$ cat config.mk
export PLATFORM = sky130hd
export DESIGN_NAME = priority_interrupt_dispatch_unit_flat
export DESIGN_NICKNAME = d
export VERILOG_FILES = /design/src/sv/pidu_pkg.sv /design/src/sv/pidu_if.sv /design/src/sv/pidu_ctrl.sv /design/src/sv/priority_interrupt_dispatch_unit.sv /design/src/flat_wrapper.sv
export SDC_FILE = /design/constraint.sdc
export NUM_CORES = 1
export LEC_CHECK = 0
export BUFFER_PORTS_ARGS = -buffer_cell sky130_fd_sc_hd__buf_2
export CORE_MARGIN = 4
export CORE_UTILIZATION = 48
export CTS_CLUSTER_DIAMETER = 40
export DETAILED_ROUTE_END_ITERATION = 8
export PLACE_DENSITY_LB_ADDON = 0.12
export SYNTH_ARGS = -nofsm -noshare
export SYNTH_HDL_FRONTEND = slang
export SYNTH_SLANG_ARGS = --single-unit
$ cat constraint.sdc
create_clock -name i_clk -period 3.1 [get_ports i_clk]
set_input_delay 0.465 -clock i_clk [delete_from_list [all_inputs] [get_ports i_clk]]
set_output_delay 0.465 -clock i_clk [all_outputs]
set_load 0.02 [all_outputs]
$ cat src/sv/pidu_pkg.sv
// Package: op codes, vectors, and the result beat type for the interrupt dispatch unit.
`default_nettype none
package pidu_pkg;

    typedef enum logic [2:0] {
        OP_CHECK  = 3'd0,
        OP_RAISE  = 3'd1,
        OP_CLEAR  = 3'd2,
        OP_MASTER = 3'd3,
        OP_ENABLE = 3'd4,
        OP_HALT   = 3'd5
    } t_op;

    localparam logic [7:0] WAKE_MASK       = 8'h1F;
    localparam logic [7:0] BIT_VBLANK      = 8'h01;
    localparam logic [7:0] BIT_LCD         = 8'h02;
    localparam logic [7:0] BIT_TIMER       = 8'h04;
    localparam logic [7:0] BIT_JOYPAD      = 8'h10;
    localparam logic [7:0] VEC_VBLANK      = 8'h40;
    localparam logic [7:0] VEC_LCD         = 8'h48;
    localparam logic [7:0] VEC_TIMER       = 8'h50;
    localparam logic [7:0] VEC_JOYPAD      = 8'h60;
    localparam logic [4:0] DISPATCH_CYCLES = 5'd20;
    localparam logic [15:0] PUSH_BYTES     = 16'd2;

    typedef struct packed {
        logic        taken;
        logic [7:0]  jump_address;
        logic [15:0] pushed_pc;
        logic [15:0] new_sp;
        logic [4:0]  extra_cycles;
        logic        master_enabled;
        logic [7:0]  request_bits;
        logic [7:0]  enable_bits;
        logic        halted_now;
    } t_result;

endpackage
`default_nettype wire

$ cat src/sv/pidu_if.sv
// Interfaces: input and result channels of the interrupt dispatch unit.
`default_nettype none
interface pidu_in_if;
    logic        valid;
    logic        ready;
    logic [2:0]  op;
    logic [7:0]  data;
    logic [15:0] current_pc;
    logic [15:0] current_sp;

    modport source (output valid, op, data, current_pc, current_sp, input ready);
    modport sink (input valid, op, data, current_pc, current_sp, output ready);
endinterface

interface pidu_out_if;
    logic        valid;
    logic        ready;
    logic        taken;
    logic [7:0]  jump_address;
    logic [15:0] pushed_pc;
    logic [15:0] new_sp;
    logic [4:0]  extra_cycles;
    logic        master_enabled;
    logic [7:0]  request_bits;
    logic [7:0]  enable_bits;
    logic        halted_now;

    modport source (
        output valid, taken, jump_address, pushed_pc, new_sp, extra_cycles,
               master_enabled, request_bits, enable_bits, halted_now,
        input  ready
    );
    modport sink (
        input  valid, taken, jump_address, pushed_pc, new_sp, extra_cycles,
               master_enabled, request_bits, enable_bits, halted_now,
        output ready
    );
endinterface
`default_nettype wire

$ cat src/sv/pidu_ctrl.sv
// Controller state registers and the fixed-priority dispatch decision for one beat.
`default_nettype none
module pidu_ctrl (
    input  wire logic              i_clk,
    input  wire logic              i_rst_n,
    input  wire logic              i_step,
    input  wire logic [2:0]        i_op,
    input  wire logic [7:0]        i_data,
    input  wire logic [15:0]       i_pc,
    input  wire logic [15:0]       i_sp,
    output pidu_pkg::t_result      o_res
);

    logic [7:0] r_request, n_request;
    logic [7:0] r_enable, n_enable;
    logic       r_master, n_master;
    logic       r_halted, n_halted;

    logic [7:0] pend;
    logic       hit;
    logic [7:0] hit_bit;
    logic [7:0] hit_vec;

    always_comb begin
        pend = r_request & r_enable;
        hit  = 1'b1;
        if (pend[0]) begin
            hit_bit = pidu_pkg::BIT_VBLANK;
            hit_vec = pidu_pkg::VEC_VBLANK;
        end else if (pend[1]) begin
            hit_bit = pidu_pkg::BIT_LCD;
            hit_vec = pidu_pkg::VEC_LCD;
        end else if (pend[2]) begin
            hit_bit = pidu_pkg::BIT_TIMER;
            hit_vec = pidu_pkg::VEC_TIMER;
        end else if (pend[4]) begin
            hit_bit = pidu_pkg::BIT_JOYPAD;
            hit_vec = pidu_pkg::VEC_JOYPAD;
        end else begin
            hit     = 1'b0;
            hit_bit = 8'h00;
            hit_vec = 8'h00;
        end
    end

    always_comb begin
        n_request          = r_request;
        n_enable           = r_enable;
        n_master           = r_master;
        n_halted           = r_halted;
        o_res.taken        = 1'b0;
        o_res.jump_address = 8'h00;
        o_res.pushed_pc    = 16'h0000;
        o_res.new_sp       = i_sp;
        o_res.extra_cycles = 5'd0;
        case (pidu_pkg::t_op'(i_op))
            pidu_pkg::OP_RAISE:  n_request = r_request | i_data;
            pidu_pkg::OP_CLEAR:  n_request = r_request & ~i_data;
            pidu_pkg::OP_MASTER: n_master  = i_data[0];
            pidu_pkg::OP_ENABLE: n_enable  = i_data;
            pidu_pkg::OP_HALT:   n_halted  = 1'b1;
            pidu_pkg::OP_CHECK: begin
                if ((r_request & pidu_pkg::WAKE_MASK) != 8'h00) begin
                    n_halted = 1'b0;
                end
                if (r_master && hit) begin
                    o_res.taken        = 1'b1;
                    o_res.jump_address = hit_vec;
                    o_res.pushed_pc    = i_pc;
                    o_res.new_sp       = i_sp - pidu_pkg::PUSH_BYTES;
                    o_res.extra_cycles = pidu_pkg::DISPATCH_CYCLES;
                    n_master           = 1'b0;
                    n_request          = r_request & ~hit_bit;
                    n_halted           = 1'b0;
                end
            end
            default: begin
            end
        endcase
        o_res.master_enabled = n_master;
        o_res.request_bits   = n_request;
        o_res.enable_bits    = n_enable;
        o_res.halted_now     = n_halted;
    end

    always_ff @(posedge i_clk) begin
        if (!i_rst_n) begin
            r_request <= 8'h00;
            r_enable  <= 8'h00;
            r_master  <= 1'b0;
            r_halted  <= 1'b0;
        end else if (i_step) begin
            r_request <= n_request;
            r_enable  <= n_enable;
            r_master  <= n_master;
            r_halted  <= n_halted;
        end
    end

endmodule
`default_nettype wire

$ cat src/sv/priority_interrupt_dispatch_unit.sv
// Top level: input register, dispatch controller, and result register.
// An accepted beat passes the input register, then the result register, to o_out.
// Throughput: one beat per cycle; the input register advances whenever the
//   result register is empty or being drained, so both sides stream back to back.
// Reset: synchronous, active low; clears request, enable, master enable, halt,
//   and both valid flags.
`default_nettype none
module priority_interrupt_dispatch_unit (
    input  wire logic  i_clk,
    input  wire logic  i_rst_n,
    pidu_in_if.sink    i_in,
    pidu_out_if.source o_out
);

    logic        r_s1_valid;
    logic [2:0]  r_s1_op;
    logic [7:0]  r_s1_data;
    logic [15:0] r_s1_pc;
    logic [15:0] r_s1_sp;

    logic               r_out_valid;
    pidu_pkg::t_result  r_out;
    pidu_pkg::t_result  res;

    logic advance;
    logic step;

    assign advance    = !r_out_valid || o_out.ready;
    assign step       = r_s1_valid && advance;
    assign i_in.ready = !r_s1_valid || advance;

    pidu_ctrl u_ctrl (
        .i_clk   (i_clk),
        .i_rst_n (i_rst_n),
        .i_step  (step),
        .i_op    (r_s1_op),
        .i_data  (r_s1_data),
        .i_pc    (r_s1_pc),
        .i_sp    (r_s1_sp),
        .o_res   (res)
    );

    always_ff @(posedge i_clk) begin
        if (!i_rst_n) begin
            r_s1_valid <= 1'b0;
        end else if (i_in.ready) begin
            r_s1_valid <= i_in.valid;
        end
    end

    always_ff @(posedge i_clk) begin
        if (i_in.ready && i_in.valid) begin
            r_s1_op   <= i_in.op;
            r_s1_data <= i_in.data;
            r_s1_pc   <= i_in.current_pc;
            r_s1_sp   <= i_in.current_sp;
        end
    end

    always_ff @(posedge i_clk) begin
        if (!i_rst_n) begin
            r_out_valid <= 1'b0;
        end else if (advance) begin
            r_out_valid <= r_s1_valid;
        end
    end

    always_ff @(posedge i_clk) begin
        if (step) begin
            r_out <= res;
        end
    end

    assign o_out.valid          = r_out_valid;
    assign o_out.taken          = r_out.taken;
    assign o_out.jump_address   = r_out.jump_address;
    assign o_out.pushed_pc      = r_out.pushed_pc;
    assign o_out.new_sp         = r_out.new_sp;
    assign o_out.extra_cycles   = r_out.extra_cycles;
    assign o_out.master_enabled = r_out.master_enabled;
    assign o_out.request_bits   = r_out.request_bits;
    assign o_out.enable_bits    = r_out.enable_bits;
    assign o_out.halted_now     = r_out.halted_now;

endmodule
`default_nettype wire

$ cat src/flat_wrapper.sv
// flat-port wrapper written by rule: the top's interface ports become plain ports
module priority_interrupt_dispatch_unit_flat 
  (i_clk, i_rst_n, i_in_valid, i_in_op, i_in_data, i_in_current_pc, i_in_current_sp, i_in_ready, o_out_valid, o_out_taken, o_out_jump_address, o_out_pushed_pc, o_out_new_sp, o_out_extra_cycles, o_out_master_enabled, o_out_request_bits, o_out_enable_bits, o_out_halted_now, o_out_ready);
  pidu_in_if i_in_i ();
  pidu_out_if o_out_i ();
  input  wire logic i_clk;
  input  wire logic i_rst_n;
  input wire logic [$bits(i_in_i.valid)-1:0] i_in_valid;
  input wire logic [$bits(i_in_i.op)-1:0] i_in_op;
  input wire logic [$bits(i_in_i.data)-1:0] i_in_data;
  input wire logic [$bits(i_in_i.current_pc)-1:0] i_in_current_pc;
  input wire logic [$bits(i_in_i.current_sp)-1:0] i_in_current_sp;
  output wire logic [$bits(i_in_i.ready)-1:0] i_in_ready;
  output wire logic [$bits(o_out_i.valid)-1:0] o_out_valid;
  output wire logic [$bits(o_out_i.taken)-1:0] o_out_taken;
  output wire logic [$bits(o_out_i.jump_address)-1:0] o_out_jump_address;
  output wire logic [$bits(o_out_i.pushed_pc)-1:0] o_out_pushed_pc;
  output wire logic [$bits(o_out_i.new_sp)-1:0] o_out_new_sp;
  output wire logic [$bits(o_out_i.extra_cycles)-1:0] o_out_extra_cycles;
  output wire logic [$bits(o_out_i.master_enabled)-1:0] o_out_master_enabled;
  output wire logic [$bits(o_out_i.request_bits)-1:0] o_out_request_bits;
  output wire logic [$bits(o_out_i.enable_bits)-1:0] o_out_enable_bits;
  output wire logic [$bits(o_out_i.halted_now)-1:0] o_out_halted_now;
  input wire logic [$bits(o_out_i.ready)-1:0] o_out_ready;
  assign i_in_i.valid = i_in_valid;
  assign i_in_i.op = i_in_op;
  assign i_in_i.data = i_in_data;
  assign i_in_i.current_pc = i_in_current_pc;
  assign i_in_i.current_sp = i_in_current_sp;
  assign i_in_ready = i_in_i.ready;
  assign o_out_valid = o_out_i.valid;
  assign o_out_taken = o_out_i.taken;
  assign o_out_jump_address = o_out_i.jump_address;
  assign o_out_pushed_pc = o_out_i.pushed_pc;
  assign o_out_new_sp = o_out_i.new_sp;
  assign o_out_extra_cycles = o_out_i.extra_cycles;
  assign o_out_master_enabled = o_out_i.master_enabled;
  assign o_out_request_bits = o_out_i.request_bits;
  assign o_out_enable_bits = o_out_i.enable_bits;
  assign o_out_halted_now = o_out_i.halted_now;
  assign o_out_i.ready = o_out_ready;
  priority_interrupt_dispatch_unit u_core (.i_clk(i_clk), .i_rst_n(i_rst_n), .i_in(i_in_i), .o_out(o_out_i));
endmodule
==> results.md <==
- Hold crit path type: in -> reg
- # setup viols final: 0
- Placed cell count: about 550
- Min cycle time layout: 2332 ps
- Relative slew slack: a little under 60%
- Commonest cells in the netlist: edfxtp_1 (98), nor2_1 (22), dfxtp_1 (20), and2_1 (18)
- ANT nets after route: 0
- End of the worst hold path: u_core.r_s1_data[6]
- # hold bufs at CTS: 0
- Cts repair resizes: 0
- FF-to-FF setup slack: 770 ps
- Hold Startpoint: i_in_data[6]
- Share of layout cells above drive strength 1: a little over a third
- Setup crit end kind: flip-flop
- Via density: ~5.0
- Maximum VDD drop: 0.3802 mV
- Ys async rst share: 0%
- F_max: around 0.43 GHz
- Worst-margin pin slew: about 600 ps
- Clock-pin slew on the worst setup and hold paths: roughly 60 ps
- Finished Cell Area: a little under 0.006 mm²
- Clock share of power: 46.6%
- Reg2reg end: u_core.u_ctrl.r_request[0]
- Slew Viols, Final: 0
- Post-CTS Setup Bufs: 0
- Cell with the most instances after synthesis: edfxtp_1
- Initial Util: 49.80%
- Kind of critical path: reg -> reg
- FF-to-FF Start: u_core.r_s1_op[0]
- Routed WL: 8554 µm
- Leak: approximately 0.0024 µW
- Drt drc: 0
- First-pass GRT wire length: roughly 14,000 µm
- Top Ports: approximately 110
- Worst hold stages: 1
- Area Overhead vs Synth: 25.95%
- Placed wire-length estimate: between 5000 and 6000 µm
- Data arrival, critical path: about 2700 ps
- # diodes: 0
- Post-synth top area share: between 60% and 70%
- Sequential cell area fraction in the yosys report: a little under three quarters
- Die Wd: between 100 and 150 µm
- Hold Fails Final Rpt: 0
- Fin crit share: 75.24%
- Slack of the critical path: 767.7 ps
- Syn_area_per_cell: ~15 µm²
- CP required: approximately 3500 ps
- Clock latency on the worst-skew pair: ~500 ps
- Number of cell rows: 35
- # H-tree levels: 4
- DRT iter0 DRCs: 120
- Overall power: about 3900 µW
- Pint: slightly above 3000 µW
- Synth area leader: edfxtp_1
- Final Non-Filler Cells: slightly below 600
- Via count: roughly 2,900
- Initial antenna violation count: 0
- CTS buffer count: 17
- Worst-path fanout max: 16
- Net Switching: 836.9 µW
- GPL Wtd Cong: 0.7955
- Mapped Cells: 318
- Switching share of power: 21.72%
- GRT Util Overall: 15.71%
- R2R depth: 5
- Unrepaired setup endpoints after global routing: false
- Synthesized area: roughly 0.0047 mm²
- Die ar.: ~0.011 mm²
- PwrDens: 655.4 mW/mm²
- Core Footprint: approximately 0.0094 mm²
- Area after DPL: roughly 0.0053 mm²
- IO buf count: 105
- Combinational Power Share: about 5.7%
- Nets: 483
- Post-synth EDFFs: 98
- Pin count of the biggest net entering global routing: 54
- Clock tree root driver cell: clkbuf_8
- CTS tree: yes
- Yosys warnings: 0
- Vias in the first global route: ~2,800
- Die height: between 100 and 150 µm
- Max Cap Viol: 0
- Register bit total from synthesis: between 100 and 150
- Top FF cell, synth: edfxtp_1
- Netlist cell types: between 50 and 60
- Routed length per instance: around 15 µm
- Status: finished clean
- Synth area leaders: edfxtp_1 (63%), dfxtp_1 (8.6%), and2_1 (2.4%)
- Dpl ws: between 700 and 800 ps
- Max clock buf depth: 2
- Pre-antenna DRT Iters: 4
- Worst setup SP type: flip-flop
- TNS Setup: 0 ps
- Worst Clk Skew: around 9 ps
- Sequential share of power: approximately 48%
- Grt ovf: 0
- Clk sink count: between 100 and 150
==> power groups by stage <==
stage	Clock, µW	Combinational (µW)	Sequential [µW]
floorplan	0	103	1900
global placement	0	217	1870
detailed placement	0	220	1870
CTS	1830	221	1840
global route	1920	238	1850
finish	1790	218	1840
==> cell usage in the layout (no fill, tap or decap), types with 12 or more instances in the layout <==
| cell | instances |
|---|---|
| o21ai_0 | 13 |
| clkbuf_16 | 16 |
| dfxtp_1 | 20 |
| a21oi_1 | 12 |
| nand2_1 | 13 |
| nor2_1 | 22 |
| edfxtp_1 | 98 |
| and2_1 | 17 |
| buf_2 | 105 |
==> layer usage <==
layer  track usage (%)  part of all wire, %  up-vias  wire, µm
li1                  -                    -     1403         -
met1             19.63                   43     1359      3672
met2             25.22                   50      110      4248
met3             5.900                  6.7        4       577
met4             5.388                 0.65        0        56
met5                 0                    0        -         0
==> per-stage QoR <==
stage	hold WS (ps)	util, %
after CTS	103.5	62.72
after floorplan	400.3	-
final	131.1	62.72
after global placement	403.5	56.81
after global routing	107.3	62.72
after detailed placement	404.5	56.81
==> kinds of logic (layout without fill, tap and decap cells) <==
family | count (synthesis) | count (layout) | share of synthesized area (%)
other cells | 1 | 7 | 0.08035
fa+ha+maj | 1 | 1 | 0.2681
buf+inv | 28 | 152 | 3.030
flops | 118 | 118 | 71.64
simple gates | 90 | 90 | 11.37
xor+xnor | 14 | 14 | 2.627
mux | 16 | 16 | 3.646
compound gates | 50 | 50 | 7.346
==> critical path, stage by stage, from the launching register on <==
cell      delay [ps]
edfxtp_1         600
nor4b_4          470
o21a_1           510
buf_4            260
a221oi_1         100
a31o_2           270
==> worst max-delay path by stage <==
| stage | slack [ps] | cells past startpoint | end | startpoint |
|---|---|---|---|---|
| floorplan | 150 | 6 | u_core.u_ctrl.r_request[3] | o_out_ready |
| global placement | 850 | 5 | u_core.u_ctrl.r_request[0] | u_core.r_s1_op[0] |
| detailed placement | 770 | 5 | u_core.u_ctrl.r_request[0] | u_core.r_s1_op[0] |
| CTS | 760 | 5 | u_core.u_ctrl.r_request[0] | u_core.r_s1_op[0] |
| global route | 560 | 5 | u_core.u_ctrl.r_request[0] | u_core.r_s1_op[0] |
| finish | 770 | 5 | u_core.u_ctrl.r_request[0] | u_core.r_s1_op[0] |
==> layout make-up <==
type | count | area [µm²]
flip-flops and latches | 118 | 3343
fillers | 744 | 3493
repair buffers | 110 | 575.6
clock buffers | 19 | 421.7
multi-input cells | 178 | 1206
inverters | 10 | 37.54
clock inverters | 13 | 132.6
well taps | 129 | 161.4
==> state kept, by name (all words and copies together) (netlist names), 3 cells and up <==
signal and cells:
u_core.o_out.new_sp 16, u_core.o_out.pushed_pc 16, u_core.r_s1_pc 16, u_core.r_s1_sp 16, u_core.o_out.enable_bits 8, u_core.o_out.request_bits 8
u_core.r_s1_data 8, u_core.u_ctrl.r_enable 8, u_core.u_ctrl.r_request 8, u_core.o_out.jump_address 4, u_core.r_s1_op 3
Note: power is estimated with default switching activity, not from simulation.
